### config.mk
export PLATFORM = sky130hd
export DESIGN_NAME = sof_length_frame_deframer
export DESIGN_NICKNAME = d
export VERILOG_FILES = /design/src/rtl/core/sfd_pkg.sv /design/src/rtl/core/sfd_in_reg.sv /design/src/rtl/core/sfd_core.sv /design/src/rtl/core/sfd_out_reg.sv /design/src/rtl/core/sof_length_frame_deframer.sv
export SDC_FILE = /design/constraint.sdc
export NUM_CORES = 1
export LEC_CHECK = 0
export BUFFER_PORTS_ARGS = -buffer_cell sky130_fd_sc_hd__buf_2
export CAP_MARGIN = 20
export CORE_MARGIN = 2
export CORE_UTILIZATION = 54
export DETAILED_ROUTE_END_ITERATION = 10
export PLACE_DENSITY = 0.75
export SKIP_LAST_GASP = 1
export SYNTH_ARGS = -nofsm -noshare
export SYNTH_HDL_FRONTEND = slang
export SYNTH_SLANG_ARGS = --single-unit
### constraint.sdc
create_clock -name i_clk -period 5.6 [get_ports i_clk]
set_input_delay 0.56 -clock i_clk [delete_from_list [all_inputs] [get_ports i_clk]]
set_output_delay 0.56 -clock i_clk [all_outputs]
set_load 0.005 [all_outputs]
### src/rtl/core/sfd_pkg.sv
// Shared types and constants for the start/type/length frame deframer.
// No dependencies; imported by every module under rtl/core.
package sfd_pkg;

    localparam int unsigned HDR_BYTES    = 5;
    localparam int unsigned HDR_CNT_W    = 3;
    localparam int unsigned LEN_W        = 32;
    localparam int unsigned CFG_DATA_W   = 32;
    localparam int unsigned CFG_IDX_W    = 1;

    localparam logic [CFG_IDX_W-1:0] CFG_START_BYTE = 1'b0;
    localparam logic [CFG_IDX_W-1:0] CFG_MAX_LEN    = 1'b1;

    localparam logic [7:0]       START_BYTE_RST = 8'hA5;
    localparam logic [LEN_W-1:0] MAX_LEN_RST    = 32'h0010_0000;

    localparam logic [HDR_CNT_W-1:0] HDR_LAST = 3'd4;

    localparam logic ACT_DATA  = 1'b0;
    localparam logic ACT_CLEAR = 1'b1;

    typedef enum logic [1:0] {
        PH_HUNT    = 2'd0,
        PH_HEADER  = 2'd1,
        PH_PAYLOAD = 2'd2
    } t_sfd_phase;

    typedef struct packed {
        logic       action;
        logic [7:0] data_byte;
    } t_sfd_in;

    typedef struct packed {
        logic [7:0]       frame_type;
        logic [LEN_W-1:0] frame_length;
        logic [7:0]       payload_byte;
        logic             empty_frame;
        logic             last;
    } t_sfd_out;

    typedef logic [HDR_BYTES-1:0][7:0] t_sfd_hdr;

endpackage

### src/rtl/core/sfd_in_reg.sv
// Input register stage of the deframer.
// Depends on sfd_pkg for the input item type.
module sfd_in_reg (
    input  logic            i_clk,
    input  logic            i_rst_n,
    input  logic            i_in_valid,
    output logic            o_in_stall,
    input  sfd_pkg::t_sfd_in i_in_data,
    input  logic            i_take,
    output logic            o_vld,
    output sfd_pkg::t_sfd_in o_data
);
    import sfd_pkg::*;

    logic     r_vld;
    t_sfd_in  r_data;
    logic     n_vld;
    logic     w_load;

    // Stage refills in the same cycle it drains.
    assign o_in_stall = r_vld && !i_take;
    assign w_load     = i_in_valid && !o_in_stall;

    always_comb begin
        n_vld = r_vld;
        if (w_load) begin
            n_vld = 1'b1;
        end else if (i_take) begin
            n_vld = 1'b0;
        end
    end

    always_ff @(posedge i_clk) begin
        if (!i_rst_n) begin
            r_vld <= 1'b0;
        end else begin
            r_vld <= n_vld;
        end
    end

    always_ff @(posedge i_clk) begin
        if (w_load) begin
            r_data <= i_in_data;
        end
    end

    assign o_vld  = r_vld;
    assign o_data = r_data;

endmodule

### src/rtl/core/sfd_core.sv
// Frame state machine: hunt, header collection with resync, payload tagging.
// Depends on sfd_pkg for types and constants.
module sfd_core (
    input  logic                     i_clk,
    input  logic                     i_rst_n,
    input  logic                     i_fire,
    input  sfd_pkg::t_sfd_in         i_item,
    input  logic [7:0]               i_start_byte,
    input  logic [sfd_pkg::LEN_W-1:0] i_max_len,
    output logic                     o_res_vld,
    output sfd_pkg::t_sfd_out        o_res
);
    import sfd_pkg::*;

    t_sfd_phase             r_phase,  n_phase;
    logic [HDR_CNT_W-1:0]   r_count,  n_count;
    logic [LEN_W-1:0]       r_remain, n_remain;
    t_sfd_hdr               r_hdr,    n_hdr;

    t_sfd_hdr               w_hdr_new;
    logic [LEN_W-1:0]       w_len_held;
    logic [LEN_W-1:0]       w_len_new;
    logic                   w_found;
    logic [HDR_CNT_W-1:0]   w_idx;

    assign w_len_held = {r_hdr[4], r_hdr[3], r_hdr[2], r_hdr[1]};

    always_comb begin
        w_hdr_new = r_hdr;
        if (r_count <= HDR_LAST) begin
            w_hdr_new[r_count] = i_item.data_byte;
        end
    end

    assign w_len_new = {w_hdr_new[4], w_hdr_new[3], w_hdr_new[2], w_hdr_new[1]};

    // First held header byte that matches the start byte.
    always_comb begin
        w_found = 1'b0;
        w_idx   = '0;
        for (int i = 0; i < HDR_BYTES; i++) begin
            if (!w_found && w_hdr_new[i] == i_start_byte) begin
                w_found = 1'b1;
                w_idx   = HDR_CNT_W'(i);
            end
        end
    end

    always_comb begin
        n_phase   = r_phase;
        n_count   = r_count;
        n_remain  = r_remain;
        n_hdr     = r_hdr;
        o_res_vld = 1'b0;
        o_res     = '{frame_type: r_hdr[0], frame_length: w_len_held,
                      payload_byte: i_item.data_byte, empty_frame: 1'b0,
                      last: 1'b0};

        if (i_item.action == ACT_CLEAR) begin
            n_phase  = PH_HUNT;
            n_count  = '0;
            n_remain = '0;
        end else begin
            unique case (r_phase)
                PH_PAYLOAD: begin
                    o_res_vld = 1'b1;
                    o_res.last = (r_remain <= LEN_W'(1));
                    if (r_remain <= LEN_W'(1)) begin
                        n_remain = '0;
                        n_phase  = PH_HUNT;
                        n_count  = '0;
                    end else begin
                        n_remain = r_remain - LEN_W'(1);
                    end
                end
                PH_HEADER: begin
                    n_hdr = w_hdr_new;
                    if (r_count < HDR_LAST) begin
                        n_count = r_count + HDR_CNT_W'(1);
                    end else if (w_len_new > i_max_len) begin
                        // lost sync: drop start byte, rescan held header bytes
                        if (w_found) begin
                            n_phase = PH_HEADER;
                            n_count = HDR_LAST - w_idx;
                            unique case (w_idx)
                                3'd0:    n_hdr[3:0] = w_hdr_new[4:1];
                                3'd1:    n_hdr[2:0] = w_hdr_new[4:2];
                                3'd2:    n_hdr[1:0] = w_hdr_new[4:3];
                                3'd3:    n_hdr[0]   = w_hdr_new[4];
                                default: n_hdr      = w_hdr_new;
                            endcase
                        end else begin
                            n_phase = PH_HUNT;
                            n_count = '0;
                        end
                    end else begin
                        n_count = '0;
                        if (w_len_new == '0) begin
                            n_phase   = PH_HUNT;
                            o_res_vld = 1'b1;
                            o_res     = '{frame_type: w_hdr_new[0], frame_length: '0,
                                          payload_byte: 8'h00, empty_frame: 1'b1,
                                          last: 1'b1};
                        end else begin
                            n_remain = w_len_new;
                            n_phase  = PH_PAYLOAD;
                        end
                    end
                end
                default: begin
                    n_count = '0;
                    if (i_item.data_byte == i_start_byte) begin
                        n_phase = PH_HEADER;
                    end else begin
                        n_phase = PH_HUNT;
                    end
                end
            endcase
        end
    end

    always_ff @(posedge i_clk) begin
        if (!i_rst_n) begin
            r_phase  <= PH_HUNT;
            r_count  <= '0;
            r_remain <= '0;
        end else if (i_fire) begin
            r_phase  <= n_phase;
            r_count  <= n_count;
            r_remain <= n_remain;
        end
    end

    always_ff @(posedge i_clk) begin
        if (i_fire) begin
            r_hdr <= n_hdr;
        end
    end

    a_payload_nonzero: assert property (@(posedge i_clk) disable iff (!i_rst_n)
        r_phase == PH_PAYLOAD |-> r_remain != '0)
        else $error("payload phase with nothing remaining");

    a_header_count: assert property (@(posedge i_clk) disable iff (!i_rst_n)
        r_phase == PH_HEADER |-> r_count <= HDR_LAST)
        else $error("header count out of range");

    a_hunt_count: assert property (@(posedge i_clk) disable iff (!i_rst_n)
        r_phase != PH_HEADER |-> r_count == '0)
        else $error("header count left over outside header phase");

    a_result_only_payload: assert property (@(posedge i_clk) disable iff (!i_rst_n)
        (o_res_vld && !o_res.empty_frame) |-> r_phase == PH_PAYLOAD)
        else $error("payload result outside payload phase");

endmodule

### src/rtl/core/sfd_out_reg.sv
// Result register stage of the deframer.
// Depends on sfd_pkg for the result item type.
module sfd_out_reg (
    input  logic             i_clk,
    input  logic             i_rst_n,
    input  logic             i_load,
    input  sfd_pkg::t_sfd_out i_res,
    output logic             o_free,
    output logic             o_out_valid,
    input  logic             i_out_stall,
    output sfd_pkg::t_sfd_out o_out_data
);
    import sfd_pkg::*;

    logic     r_vld;
    logic     n_vld;
    t_sfd_out r_res;

    // Free when empty or when the held result transfers this cycle.
    assign o_free = !r_vld || !i_out_stall;

    always_comb begin
        n_vld = r_vld;
        if (i_load) begin
            n_vld = 1'b1;
        end else if (!i_out_stall) begin
            n_vld = 1'b0;
        end
    end

    always_ff @(posedge i_clk) begin
        if (!i_rst_n) begin
            r_vld <= 1'b0;
        end else begin
            r_vld <= n_vld;
        end
    end

    always_ff @(posedge i_clk) begin
        if (i_load) begin
            r_res <= i_res;
        end
    end

    assign o_out_valid = r_vld;
    assign o_out_data  = r_res;

endmodule

### src/rtl/core/sof_length_frame_deframer.sv
// Start/type/length frame deframer, one stream byte per transfer.
// An accepted byte is held in the input reg; its result is then registered in
// the result reg before it is offered at the output.
// Throughput: one byte per cycle; the only limit is the result register draining.
// Reset (i_rst_n low, synchronous): hunt phase, counters cleared, both stages
// empty, start byte 0xA5 and maximum length 2^20. Header bytes need no reset.
module sof_length_frame_deframer (
    input  logic                           i_clk,
    input  logic                           i_rst_n,
    input  logic                           i_in_valid,
    output logic                           o_in_stall,
    input  sfd_pkg::t_sfd_in               i_in_data,
    output logic                           o_out_valid,
    input  logic                           i_out_stall,
    output sfd_pkg::t_sfd_out              o_out_data,
    input  logic                           i_cfg_we,
    input  logic [sfd_pkg::CFG_IDX_W-1:0]  i_cfg_index,
    input  logic [sfd_pkg::CFG_DATA_W-1:0] i_cfg_wdata
);
    import sfd_pkg::*;

    logic [7:0]       r_start;
    logic [LEN_W-1:0] r_max_len;

    logic             w_in_vld;
    t_sfd_in          w_item;
    logic             w_free;
    logic             w_fire;
    logic             w_res_vld;
    t_sfd_out         w_res;

    always_ff @(posedge i_clk) begin
        if (!i_rst_n) begin
            r_start   <= START_BYTE_RST;
            r_max_len <= MAX_LEN_RST;
        end else if (i_cfg_we) begin
            unique case (i_cfg_index)
                CFG_START_BYTE: r_start   <= i_cfg_wdata[7:0];
                CFG_MAX_LEN:    r_max_len <= i_cfg_wdata[LEN_W-1:0];
                default:        r_start   <= r_start;
            endcase
        end
    end

    assign w_fire = w_in_vld && w_free;

    sfd_in_reg u_in_reg (
        .i_clk      (i_clk),
        .i_rst_n    (i_rst_n),
        .i_in_valid (i_in_valid),
        .o_in_stall (o_in_stall),
        .i_in_data  (i_in_data),
        .i_take     (w_fire),
        .o_vld      (w_in_vld),
        .o_data     (w_item)
    );

    sfd_core u_core (
        .i_clk        (i_clk),
        .i_rst_n      (i_rst_n),
        .i_fire       (w_fire),
        .i_item       (w_item),
        .i_start_byte (r_start),
        .i_max_len    (r_max_len),
        .o_res_vld    (w_res_vld),
        .o_res        (w_res)
    );

    sfd_out_reg u_out_reg (
        .i_clk       (i_clk),
        .i_rst_n     (i_rst_n),
        .i_load      (w_fire && w_res_vld),
        .i_res       (w_res),
        .o_free      (w_free),
        .o_out_valid (o_out_valid),
        .i_out_stall (i_out_stall),
        .o_out_data  (o_out_data)
    );

endmodule

# Word-level counts from Yosys, hierarchy flattened
# Cells that the tools add are included.
[op_classes] n_eq_ne=16 n_mux=55 reduce_logical=29 n_addsub=3 n_bitwise=3 magnitude_cmp=6
[ops] operator="$mux 32" n=8
[ops] operator="$mux 50" n=4
[ops] operator="$pmux 32 s2" n=1
[ops] operator="$mux 49" n=1
[ops] operator="$eq 8x8->1" n=6
[ops] operator="$bwmux 40" n=1
[ops] operator="$mux 40" n=1
[ops] operator="$gt 32x32->1" n=1
[ops] operator="$le 32x1->1 const B" n=1
[ops] operator="$logic_not 32->1" n=1
[ops] operator="$pmux 8 s4" n=1
[ops] operator="$sub 32x1->32 const B" n=1
[ops] operator="$demux 8 s3" n=1
[ops] operator="$pmux 8 s3" n=1
[ops] operator="$mux 3" n=6
[ops] operator="$mux 1" n=16
[ops] operator="$mux 8" n=2
[ops] operator="$pmux 8 s2" n=1
[ops] operator="$mux 2" n=7
[ops] operator="$logic_and 1x1->1" n=9
[ops] operator="$ne 3x3->1 const B" n=3
[ops] operator="$logic_not 1->1" n=8
[ops] operator="$eq 3x2->1 const B" n=2
[ops] operator="$pmux 3 s2" n=1
[ops] operator="other kinds (22)" n=28
[totals] output_inout_bits=52 register_bits=178

# Depth between registers and ports, before layout
# Gate-level depths: netlist (run 1).
[logic_depth] depth_word=26 depth_mapped=18 ltp_nobuf=14

# Cells and area by module
# From an unflattened synthesis (run 1), not the netlist that was laid out.
[unflattened] hier_cells=1081 hier_area_um2=10356.2
[modules_own_cells] module="sfd_core" area_each_um2=6939.2 n_inst=1 cells_each=834
[modules_own_cells] module="sof_length_frame_deframer" area_each_um2=1562.7 n_inst=1 cells_each=180
[modules_own_cells] module="sfd_out_reg" area_each_um2=1536.5 n_inst=1 cells_each=54
[modules_own_cells] module="sfd_in_reg" area_each_um2=317.8 n_inst=1 cells_each=13

# Worst setup path before layout (run 1)
# OpenSTA, ideal clock, no wires.
[synth_timing] kind="flip-flop to flip-flop" from="reg u_core.r_count[0]" to="reg u_out_reg.r_res, in the netlist u_out_reg.o_out_data[0], enable pin" path_stages_with_launch=17 setup_time_ns=0.437 setup_slack_ns=-0.110 period_less_slack_ns=5.710 arrival_time_ns=5.273 path_cell_list="dfxtp_1 > buf_4 > inv_1 > ha_1 > nor4bb_4 > buf_4 > mux2i_1 > inv_1 > ha_1 > nand4_1 > nor3_1 > a22o_1 > a2111oi_0 > a2bb2oi_1 > buf_2 > nand4_2 > a2111oi_4"
[synth_lines] element="start, declared" line_no="sfd_core.sv:16" rtl="logic [HDR_CNT_W-1:0] r_count, n_count;"
[synth_lines] element="start signal, assigned" line_no="sfd_core.sv:129" rtl="r_count <= n_count;"
[synth_lines] element="end signal, assigned" line_no="sfd_out_reg.sv:41" rtl="r_res <= i_res;"
[synth_lines] element="end, declared" line_no="sfd_out_reg.sv:17" rtl="t_sfd_out r_res;"

# Final worst setup path (run 1)
[layout_timing] from="reg u_core.r_count[1]" to="reg u_core.r_remain[11]"
[layout_via] elab_chain_len=11 elab_cells_between_ends=20 cone_classes="order compare (5); eq/ne (3); mux (9); reduce/logical (3)"
[layout_rtl] element="parallel branches: the longest is 11 deep, another holds $gt 32x32->1"
[layout_rtl] element="end signal, assigned" line_no="sfd_core.sv:130" rtl="r_remain <= n_remain;"
[layout_rtl] element="end, declared" line_no="sfd_core.sv:17" rtl="logic [LEN_W-1:0] r_remain, n_remain;"
# Several ways; the timed one is not identified. The select of a mux whose other input is x is not followed.
# A chain may end at the register's enable or synchronous reset.

==> results.rst, run 1 <==
.. list-table::
   :header-rows: 1

   * - Metric
     - Value
   * - Area leader, netlist
     - sky130_fd_sc_hd__edfxtp_1
   * - Most area-consuming cells after synthesis
     - sky130_fd_sc_hd__edfxtp_1 (29%), sky130_fd_sc_hd__dfxtp_1 (15%), sky130_fd_sc_hd__nand2_1 (4.6%), sky130_fd_sc_hd__ha_1 (4.6%), sky130_fd_sc_hd__a21oi_1 (3.8%)
   * - Number of design-rule violations left by the first detailed-router iteration
     - roughly 1100
   * - Required @ worst endpoint
     - around 5.9 ns
   * - WL met3
     - 3362 µm
   * - Data arrival time of the critical path
     - approximately 5.4 ns
   * - Post-synthesis net count
     - ~1200
   * - Highest cell delay on the worst timing path
     - 0.74 ns
   * - Maximum fanout count along the critical path
     - 34
   * - Length of the first detailed-routing pass in iterations
     - 5
   * - PwrDens
     - about 260 mW/mm²
   * - Layout overhead on the synthesized area
     - 11.78%
   * - Fin crit period
     - roughly 5.2 ns
   * - Final number of setup-violating endpoints
     - 0
   * - Post-Place Setup Slack
     - 0.5882 ns
   * - Initial Util
     - 55.31%
   * - Number of hold buffers added after cts
     - 0
   * - Number of max-capacitance violations reported
     - 0
   * - Total count of max-transition violations in the final report
     - 0
   * - Share of flip-flops with an asynchronous set or reset after synthesis
     - 0%
   * - Max layer used
     - met4
   * - Die footprint
     - 0.02035 mm²
   * - HPWL after detailed placement
     - between 20000 and 25000 µm
   * - Post-synth design cell area
     - roughly 0.010 mm²
   * - Final number of hold-violating endpoints
     - 0
   * - Final layout net count
     - between 1000 and 1500
   * - Total gr overflow
     - 0
   * - Worst vdd rail ir drop
     - between 0.2 and 0.25 mV
   * - Antenna Violating Nets Remaining
     - 0
   * - Worst slew margin relative to its limit
     - 30.33%
   * - Final TNS setup
     - 0 ns
   * - Clock tree from TritonCTS
     - yes
   * - FP Rows
     - 50
   * - Root cell of the clock tree
     - sky130_fd_sc_hd__clkbuf_16
   * - Post-Route WL
     - ~34000 µm
   * - All-Layer GR Usage
     - ~33%
   * - Die height
     - ~140 µm
   * - Level count of the clock H-tree
     - 4
   * - Netlist cell types
     - 86
   * - Vias per Instance
     - between 6 and 7
   * - Result of the run
     - finished, final reports clean
   * - Number of global-route vias before repair
     - 8625
   * - Port Buf Inserts
     - 98
   * - Post-route setup slack
     - roughly 0.44 ns
   * - DIE WIDTH
     - 142.6 µm
   * - Global-route wire length before repair
     - 51070 µm
   * - Maximum clock insertion buffer count
     - 2
   * - Fill cells
     - ~1600
   * - Number of warnings printed during yosys synthesis
     - 0
   * - Post-CTS resize count
     - 0
   * - Largest net degree at the start of global routing
     - 55
   * - EDFF count, synth
     - 99
   * - Overall via count from detail_route
     - roughly 9400
   * - Top cell type's share of synthesized area
     - 28.64%
   * - Critical setup path kind
     - flop to flop
   * - Clock insertion delay at the later pin of the skew report
     - around 0.44 ns
   * - Most used cell, CP
     - sky130_fd_sc_hd__nor3_1
   * - DR DRC count
     - 0
   * - Category of the worst setup path launch point
     - flop
   * - Critical Path Sink Type
     - flop
   * - Slew @ Worst Pin
     - 1.045 ns
   * - TritonCTS Sinks
     - about 180
   * - Post-CTS setup buffer count
     - 0
   * - Clk_skew
     - 0.01016 ns
   * - Crit-path cells
     - nor3b_4 > mux2i_1 > inv_1 > ha_1 > nand4_1 > nor3_1 > a21boi_0 > or4_1 > a2bb2oi_1 > buf_4 > a31oi_4 > a221oi_1 > nor3_1
   * - Average wire length per cell after detail routing
     - roughly 23 µm
   * - Met2 layer wire length in the routed design
     - roughly 15000 µm
   * - Number of antenna violations at the first check in global routing
     - 0
   * - Leading register cell type out of synthesis
     - sky130_fd_sc_hd__edfxtp_1
   * - Sequential cell area fraction in the yosys report
     - 43.88%
   * - Floorplan core area
     - around 0.019 mm²
   * - Clk pin slew, worst setup/hold paths
     - around 0.070 ns
   * - Part of the cycle the worst path needs
     - 92.15%
   * - M1 WL
     - roughly 14000 µm
   * - Final weighted congestion in routability-driven placement
     - roughly 1.1
   * - CTS buffer count
     - 17
   * - Tightest Hold Check Type
     - primary input to flop
   * - Fmax
     - roughly 190 MHz
   * - Proportion of layout cells with a drive suffix above 1
     - between 15 and 20%
   * - Number of placed I/O pins
     - approximately 100
   * - Syn_area_per_cell
     - about 9.1 µm²
   * - Count of inserted antenna diode cells
     - 0
   * - Cell with the most instances after synthesis
     - sky130_fd_sc_hd__nand2_1
   * - Synth top cells by count
     - sky130_fd_sc_hd__nand2_1 (128), sky130_fd_sc_hd__edfxtp_1 (99), sky130_fd_sc_hd__nor2_1 (82), sky130_fd_sc_hd__inv_1 (81), sky130_fd_sc_hd__dfxtp_1 (79)
   * - Leak
     - around 0.0044 µW
   * - Synth Instances
     - 1138
   * - Unrepaired setup endpoints after global routing
     - false
   * - Critical-path top delay cell
     - sky130_fd_sc_hd__dfxtp_1
   * - FF+latch count, synth
     - about 180
## power by group
part / internal [µW] / switching (µW)
sequential: 1400 / 44.4
clock: 654 / 528
combinational: 132 / 226
## metrics by stage
| step | power [µW] | std cells | hold WS (ns) | utilization, % | area, µm² |
|---|---|---|---|---|---|
| floorplan | 1714 | 1138 | 0.4363 | - | 10400 |
| global placement | 1814 | 1410 | 0.4418 | 58.77 | 11030 |
| detailed placement | 1815 | 1410 | 0.4479 | 58.77 | 11030 |
| CTS | 2974 | 1442 | 0.2850 | 61.82 | 11600 |
| global route | 3067 | 1442 | 0.2925 | 61.82 | 11600 |
| finish | 2983 | 1442 | 0.2907 | 61.82 | 11600 |
## worst paths after layout
kind / startpoint / end / depth (start not counted) / slack [ns]
worst max register to register: u_core.r_count[1] / u_core.r_remain[11] / 13 / 0.44
worst max-delay path: u_core.r_count[1] / u_core.r_remain[11] / 13 / 0.44
worst min register to register: r_max_len[23] / r_max_len[23] / 2 / 0.46
worst min-delay path: i_in_data[2] / u_in_reg.o_data[2] / 1 / 0.29
## worst max-delay path, delay by kind of cell, from the launching register on
family                     cells  cell delay (ns)
adders and majority gates      1             0.37
DFF                            1             0.74
and+or+nand+nor                5             1.24
buffers and inverters          2             0.60
muxes                          1             0.59
AOI/OAI and AO/OA              4             1.45
## layer usage
layer | vias up | track usage (%)
li1 | 4263 | -
met1 | 4410 | 45.48
met2 | 620 | 50.30
met3 | 118 | 6.204
met4 | 0 | 17.67
met5 | - | 0
## cells by family (layout without fill, tap and decap cells)
kind of cell,after synthesis,count (layout),synth area share (%)
and+or+nand+nor,385,385,19.06
buffers and inverters,181,251,7.305
DFF,178,178,43.88
adders and majority gates,38,38,4.581
xor gates and xnor gates,16,16,1.350
muxes,44,44,4.412
AOI/OAI and AO/OA,296,296,19.42
## cell usage in the layout, fill, tap and decap left out, types with 21 or more instances in the layout
cell type and instances:
sky130_fd_sc_hd__nand2_1 128, sky130_fd_sc_hd__edfxtp_1 99, sky130_fd_sc_hd__buf_2 98, sky130_fd_sc_hd__inv_1 82, sky130_fd_sc_hd__nor2_1 81, sky130_fd_sc_hd__dfxtp_1 79, sky130_fd_sc_hd__a21oi_1 78, sky130_fd_sc_hd__nor3_1 42
sky130_fd_sc_hd__ha_1 38, sky130_fd_sc_hd__o21ai_0 37, sky130_fd_sc_hd__nor2b_1 34, sky130_fd_sc_hd__buf_4 34, sky130_fd_sc_hd__mux2i_1 30, sky130_fd_sc_hd__o211ai_1 22, sky130_fd_sc_hd__a221oi_1 21
## sequential cells by signal (all words and copies together), names as in the netlist, 2 cells and up
name and flops:
r_max_len 32, r_start 8, u_core.r_count 3, u_core.r_hdr 40, u_core.r_phase 2, u_core.r_remain 32, u_in_reg.o_data 9, u_out_reg.o_out_data 50
## final cells by class
class	count	area (µm²)	area share [%]
inverter	86	322.8	2.782
sequential	178	4554	39.25
tap	234	292.8	2.523
multi-input combinational	779	5095	43.91
clock buffer	21	471.7	4.066
clock inverter	11	100.1	0.8627
timing repair buffer	133	765.7	6.600
Power figures use the tool's default switching activity.
==> inputs of run 2 (changes only) <==
--- a/config.mk
+++ b/config.mk
@@ -8,9 +8,9 @@
 export BUFFER_PORTS_ARGS = -buffer_cell sky130_fd_sc_hd__buf_2
 export CAP_MARGIN = 20
 export CORE_MARGIN = 2
-export CORE_UTILIZATION = 54
+export CORE_UTILIZATION = 53
 export DETAILED_ROUTE_END_ITERATION = 10
-export PLACE_DENSITY = 0.75
+export PLACE_DENSITY = 0.73
 export SKIP_LAST_GASP = 1
 export SYNTH_ARGS = -nofsm -noshare
 export SYNTH_HDL_FRONTEND = slang
==> run 2 against run 1 <==
  * Via count down 0.14%
  * Final cell count up 2.3%
  * Count of clock-buffer cells in the layout up 1
  * Die area up 1.8%
  * Wire length up 1.2%
  * Maximum frequency up 1.7%
  * Register-to-register slack better by 0.08 ns
  * Non-clock buffer count up 2
  * Sequential cell count unchanged
  * Cell area up 0.45%
==> results.rst, run 2 (synthesis gave the netlist of run 1 again) <==
.. list-table::
   :header-rows: 1

   * - Metric
     - Value
   * - Result of the run
     - finished, final reports clean
   * - Number of global-route vias before repair
     - roughly 8600
   * - Share of total power consumed by net switching
     - between 20% and 30%
   * - Category of the worst setup path launch point
     - flop
   * - Top Family by Delay on Critical Path
     - simple AND/OR/NAND/NOR gates
   * - PwrDens
     - 252.7 mW/mm²
   * - Maximum clock insertion buffer count
     - 2
   * - Clock insertion delay at the later pin of the skew report
     - approximately 0.44 ns
   * - Number of max-capacitance violations reported
     - 0
   * - Floorplan core area
     - around 0.019 mm²
   * - Most common library cell in the layout ignoring fill and taps
     - sky130_fd_sc_hd__nand2_1
   * - Number of antenna violations at the first check in global routing
     - 0
   * - Final layout net count
     - about 1300
   * - Maximum fanout count along the critical path
     - 51
   * - Overall power
     - 2945 µW
   * - DIE WIDTH
     - between 100 and 150 µm
   * - Root cell of the clock tree
     - sky130_fd_sc_hd__clkbuf_16
   * - Vias per Instance
     - 6.372
   * - Most frequent cells in the layout
     - sky130_fd_sc_hd__nand2_1 (128), sky130_fd_sc_hd__buf_2 (99), sky130_fd_sc_hd__edfxtp_1 (99)
   * - Unrepaired setup endpoints after global routing
     - false
   * - Global-route wire length before repair
     - a little over 50000 µm
   * - Length of the first detailed-routing pass in iterations
     - 6
   * - Number of design-rule violations left by the first detailed-router iteration
     - around 1100
   * - Overall via count from detail_route
     - ~9400
   * - Clk pin slew, worst setup/hold paths
     - ~0.07 ns
   * - Placed insts
     - between 1000 and 1500
   * - Final number of setup-violating endpoints
     - 0
   * - Final TNS setup
     - 0 ns
   * - Post-route setup slack
     - between 0.5 and 0.6 ns
   * - Tightest Hold Check Type
     - primary input to flop
   * - Placed Area
     - ~0.011 mm²
   * - Fraction of power consumed by sequential logic
     - between 40% and 50%
   * - Crit path buf inv count
     - 3
   * - Clock tree from TritonCTS
     - yes
   * - Crit-path cells
     - nor3b_4 > mux2i_1 > buf_4 > inv_1 > ha_1 > nor2b_1 > o211ai_1 > a21boi_0 > or4_1 > a2bb2oi_1 > nand4_2 > a2111oi_4 > buf_12
   * - Critical Path Sink Type
     - flop
   * - Total gr overflow
     - 0
   * - FP Rows
     - 51
   * - Total count of max-transition violations in the final report
     - 0
   * - Final weighted congestion in routability-driven placement
     - ~1.0
   * - Fmax
     - 197.0 MHz
   * - Proportion of layout cells with a drive suffix above 1
     - between 10% and 20%
   * - Post-Place Setup Slack
     - between 0.6 and 0.7 ns
   * - Port Buf Inserts
     - 98
   * - Critical-path top delay cell
     - sky130_fd_sc_hd__nor3b_4
   * - DR DRC count
     - 0
   * - Layout overhead on the synthesized area
     - 12.28%
   * - Number of placed I/O pins
     - 99
   * - Required @ worst endpoint
     - approximately 5.7 ns
   * - Count of inserted antenna diode cells
     - 0
   * - Final cell area excluding filler cells
     - 0.01165 mm²
   * - Final number of hold-violating endpoints
     - 0
   * - Post-Route WL
     - ~34000 µm
   * - Worst slew margin relative to its limit
     - a little under a third
   * - Worst vdd rail ir drop
     - 0.2145 mV
   * - TritonCTS Sinks
     - 178
   * - Fin crit period
     - 5.076 ns
   * - All-Layer GR Usage
     - between 30% and 40%
   * - Part of the cycle the worst path needs
     - 90.64%
   * - Flip-flop count of the largest register, all copies and words added
     - 50
   * - Number of hold buffers added after cts
     - 0
   * - Post-CTS resize count
     - 0
   * - Largest net degree at the start of global routing
     - 55
   * - Die footprint
     - approximately 0.021 mm²
   * - Data arrival time of the critical path
     - about 5.2 ns
   * - CTS buffer count
     - 17
   * - Highest cell delay on the worst timing path
     - approximately 0.8 ns
   * - Finished Layout Cells
     - roughly 1500
   * - Register-to-Register Setup Slack
     - about 0.52 ns
   * - Internal Dissipation
     - 2144 µW
   * - Post-CTS setup buffer count
     - 0
   * - Clk_skew
     - roughly 0.013 ns
   * - Leak
     - 0.004431 µW
   * - Critical setup path kind
     - flop to flop
   * - Slew @ Worst Pin
     - approximately 1 ns
   * - Switching power of the nets
     - approximately 800 µW
   * - Antenna Violating Nets Remaining
     - 0
   * - Average wire length per cell after detail routing
     - about 23 µm
   * - Level count of the clock H-tree
     - 4
   * - Die height
     - around 140 µm
   * - Fraction of power consumed by combinational cells
     - about an eighth
   * - Part of the power in the clock network
     - roughly 39%
   * - HPWL after detailed placement
     - 24170 µm
   * - Initial Util
     - 53.69%
-- run 2: stage by stage --
step / utilization [%] / hold WS [ns]
floorplan: - / 0.4363
global placement: 57.28 / 0.4425
global route: 60.28 / 0.2798
finish: 60.28 / 0.2873
detailed placement: 57.28 / 0.4474
CTS: 60.12 / 0.2792
-- run 2: cell type report --
class | instances | area (µm²)
clock buffer | 22 | 476.7
clock inverter | 10 | 72.57
fill | 1702 | 7680
inverter | 86 | 322.8
multi-input combinational | 779 | 5101
sequential | 178 | 4554
tap | 265 | 331.6
timing repair buffer | 135 | 795.8
-- run 2: routing by layer --
layer / track usage [%] / share of wire [%]
met1: 46.15 / 41
met2: 50.95 / 44
met3: 5.731 / 9.9
met4: 18.27 / 5.2
met5: 0 / 0
-- run 2: worst paths after layout --
kind,start,endpoint,cells after the start
worst min-delay path,i_in_data[3],u_in_reg.o_data[3],1
worst max-delay path,u_core.r_count[0],u_out_reg.o_out_data[48],13
worst min register to register,r_max_len[8],r_max_len[8],2
worst max register to register,u_core.r_count[0],u_out_reg.o_out_data[48],13
-- run 2: power by group through the flow --
stage | clock network [µW] | registers, µW | logic (µW)
final | 1140 | 1450 | 356
after floorplan | 0 | 1440 | 270
after global routing | 1200 | 1450 | 395
after global placement | 0 | 1470 | 341
after detailed placement | 0 | 1470 | 343
after CTS | 1150 | 1440 | 345
==> inputs of run 3 (changes only) <==
--- a/config.mk
+++ b/config.mk
@@ -10,8 +10,9 @@
 export CORE_MARGIN = 2
 export CORE_UTILIZATION = 53
 export DETAILED_ROUTE_END_ITERATION = 10
-export PLACE_DENSITY = 0.73
+export PLACE_DENSITY = 0.71
 export SKIP_LAST_GASP = 1
 export SYNTH_ARGS = -nofsm -noshare
 export SYNTH_HDL_FRONTEND = slang
 export SYNTH_SLANG_ARGS = --single-unit
+export TNS_END_PERCENT = 30
==> constraint.sdc (replaced) <==
create_clock -name i_clk -period 5.8 [get_ports i_clk]
set_input_delay 0.58 -clock i_clk [delete_from_list [all_inputs] [get_ports i_clk]]
set_output_delay 0.58 -clock i_clk [all_outputs]
set_load 0.005 [all_outputs]
==> run 3 against run 2 <==
  * Register-to-register slack worse by 0.24 ns
  * Wire length hardly changed
  * Clock power grew 11%
  * Sequential share of layout area is 0.24 points lower
  * Combinational power down 3%
  * Global-route usage shrank 0.17 points
  * Worst hold slack improved by 0.021 ns
  * Highest routed layer unchanged
==> results.rst, run 3 (synthesis gave the netlist of run 1 again) <==
.. list-table::
   :header-rows: 1

   * - Metric
     - Value
   * - Number of design-rule violations left by the first detailed-router iteration
     - about 970
   * - Clock tree from TritonCTS
     - yes
   * - Maximum fanout count along the critical path
     - 12
   * - Fin crit period
     - ~5.5 ns
   * - Length of the first detailed-routing pass in iterations
     - 7
   * - HPWL after detailed placement
     - approximately 24000 µm
   * - Share of total power consumed by net switching
     - 27.66%
   * - Post-Route Utilization
     - between 60% and 70%
   * - Internal Dissipation
     - 2179 µW
   * - Clk pin slew, worst setup/hold paths
     - around 0.08 ns
   * - Final number of hold-violating endpoints
     - 0
   * - Required @ worst endpoint
     - slightly above 6 ns
   * - Die height
     - 143.9 µm
   * - Post-Route WL
     - 33940 µm
   * - Slew @ Worst Pin
     - 1.033 ns
   * - Fraction of power consumed by combinational cells
     - approximately 11%
   * - Part of the cycle the worst path needs
     - 95.10%
   * - Number of antenna violations at the first check in global routing
     - 0
   * - Part of the power in the clock network
     - 42.2%
   * - Category of the worst setup path launch point
     - flop
   * - Largest net degree at the start of global routing
     - 52
   * - Initial Util
     - a little over half
   * - Post-CTS resize count
     - 0
   * - Maximum clock insertion buffer count
     - 2
   * - Fmax
     - between 150 and 200 MHz
   * - Average wire length per cell after detail routing
     - approximately 23 µm
   * - Number of placed I/O pins
     - just under 100
   * - Port Buf Inserts
     - 98
   * - Count of inserted antenna diode cells
     - 0
   * - Layout overhead on the synthesized area
     - 12.98%
   * - Number of max-capacitance violations reported
     - 0
   * - Flip-flop count of the largest register, all copies and words added
     - 50
   * - Switching power of the nets
     - 833.3 µW
   * - Final weighted congestion in routability-driven placement
     - around 1
   * - M1 WL
     - 13950 µm
   * - Worst vdd rail ir drop
     - 0.2097 mV
   * - Vias per Instance
     - about 6.3
   * - Worst slew margin relative to its limit
     - between 30% and 40%
   * - Level count of the clock H-tree
     - 4
   * - Overall via count from detail_route
     - approximately 9300
   * - Most frequent cells in the layout
     - sky130_fd_sc_hd__nand2_1 (128), sky130_fd_sc_hd__buf_2 (99), sky130_fd_sc_hd__edfxtp_1 (99)
   * - Proportion of layout cells with a drive suffix above 1
     - around 17%
   * - Floorplan core area
     - between 0.015 and 0.02 mm²
   * - Met2 layer wire length in the routed design
     - 14920 µm
   * - Unrepaired setup endpoints after global routing
     - false
   * - CTS buffer count
     - 17
   * - Critical Path Sink Type
     - flop
   * - Max layer used
     - met4
   * - TritonCTS Sinks
     - ~180
   * - Data arrival time of the critical path
     - 5.79 ns
   * - Die footprint
     - 0.02072 mm²
   * - Most common library cell in the layout ignoring fill and taps
     - sky130_fd_sc_hd__nand2_1
   * - Storage element area
     - 0.004554 mm²
   * - WL met3
     - 3370 µm
   * - Post-CTS setup buffer count
     - 0
   * - Area of combinational cells with multiple inputs
     - 0.005086 mm²
   * - Final cell area excluding filler cells
     - roughly 0.012 mm²
   * - DR DRC count
     - 0
   * - PwrDens
     - 256.9 mW/mm²
   * - Fill cells
     - 1716
   * - Clk_skew
     - approximately 0.014 ns
   * - Total count of max-transition violations in the final report
     - 0
   * - Number of hold buffers added after cts
     - 0
   * - Tightest Hold Check Type
     - primary input to flop
   * - Placed Area
     - roughly 0.011 mm²
   * - Fraction of power consumed by sequential logic
     - between 40% and 50%
   * - DIE WIDTH
     - between 100 and 150 µm
   * - Clock insertion delay at the later pin of the skew report
     - approximately 0.45 ns
   * - FP Rows
     - just over 50
   * - All-Layer GR Usage
     - ~34%
   * - Critical setup path kind
     - flop to flop
   * - Root cell of the clock tree
     - sky130_fd_sc_hd__clkbuf_16
   * - Final number of setup-violating endpoints
     - 0
   * - Number of global-route vias before repair
     - 8838
   * - Total gr overflow
     - 0
   * - Antenna Violating Nets Remaining
     - 0
   * - Leak
     - between 0.004 and 0.005 µW
   * - Final TNS setup
     - 0 ns
   * - Final layout net count
     - about 1300
   * - Global-route wire length before repair
     - just over 50000 µm
   * - Result of the run
     - finished, final reports clean
==> run 3: per-layer routing <==
layer,track usage [%],vias to the layer above
met4,16.98,0
met5,0,-
met2,50.88,608
met3,6.931,133
li1,-,4273
met1,45.44,4333
==> run 3: worst max-delay path, cell delays in order (launching register included) <==
cell	delay, ns
sky130_fd_sc_hd__dfxtp_1	0.69
sky130_fd_sc_hd__inv_1	0.21
sky130_fd_sc_hd__ha_1	0.24
sky130_fd_sc_hd__nor4bb_4	0.16
sky130_fd_sc_hd__buf_4	0.24
sky130_fd_sc_hd__mux2i_1	0.50
sky130_fd_sc_hd__inv_1	0.32
sky130_fd_sc_hd__ha_1	0.37
sky130_fd_sc_hd__nand4_1	0.10
sky130_fd_sc_hd__nor3_1	0.39
sky130_fd_sc_hd__a21oi_1	0.13
sky130_fd_sc_hd__a41oi_1	0.18
sky130_fd_sc_hd__a2bb2oi_1	0.22
sky130_fd_sc_hd__buf_4	0.23
sky130_fd_sc_hd__nor2_1	0.63
sky130_fd_sc_hd__nand2_1	0.41
sky130_fd_sc_hd__o221ai_1	0.29
==> run 3: final cells by class <==
cell class / instances / area share (%)
Clock inverter: 15 / 1.846
Clock buffer: 17 / 3.627
Multi-Input combinational cell: 779 / 43.37
Inverter: 86 / 2.753
Tap cell: 265 / 2.827
Timing Repair Buffer: 134 / 6.743
Sequential cell: 178 / 38.83
==> run 3: final timing paths <==
path                                        start            endpoint  slack [ns]  cells past startpoint
worst max-delay path            u_core.r_count[0]    u_core.r_hdr[17]        0.28                     16
worst min-delay path                 i_in_data[0]  u_in_reg.o_data[0]        0.31                      1
worst max register to register  u_core.r_count[0]    u_core.r_hdr[17]        0.28                     16
worst min register to register      r_max_len[22]       r_max_len[22]        0.46                      2
==> run 3: per-stage QoR <==
stage / hold WS (ns) / setup slack (ns) / std cells / total power, µW
2_1_floorplan: 0.4363 / 0.08955 / 1138 / 1655
3_3_place_gp: 0.4431 / 0.6267 / 1440 / 1751
3_5_place_dp: 0.4482 / 0.4707 / 1440 / 1754
4_1_cts: 0.3061 / 0.4641 / 1472 / 3001
5_1_grt: 0.3040 / 0.05510 / 1474 / 3091
6_report: 0.3086 / 0.2840 / 1474 / 3012
==> run 3: power by group through the flow <==
stage | sequential (µW) | clock, µW | combinational, µW
floorplan | 1390 | 0 | 261
global placement | 1420 | 0 | 329
detailed placement | 1420 | 0 | 332
CTS | 1390 | 1270 | 334
global route | 1400 | 1310 | 381
finish | 1400 | 1270 | 344
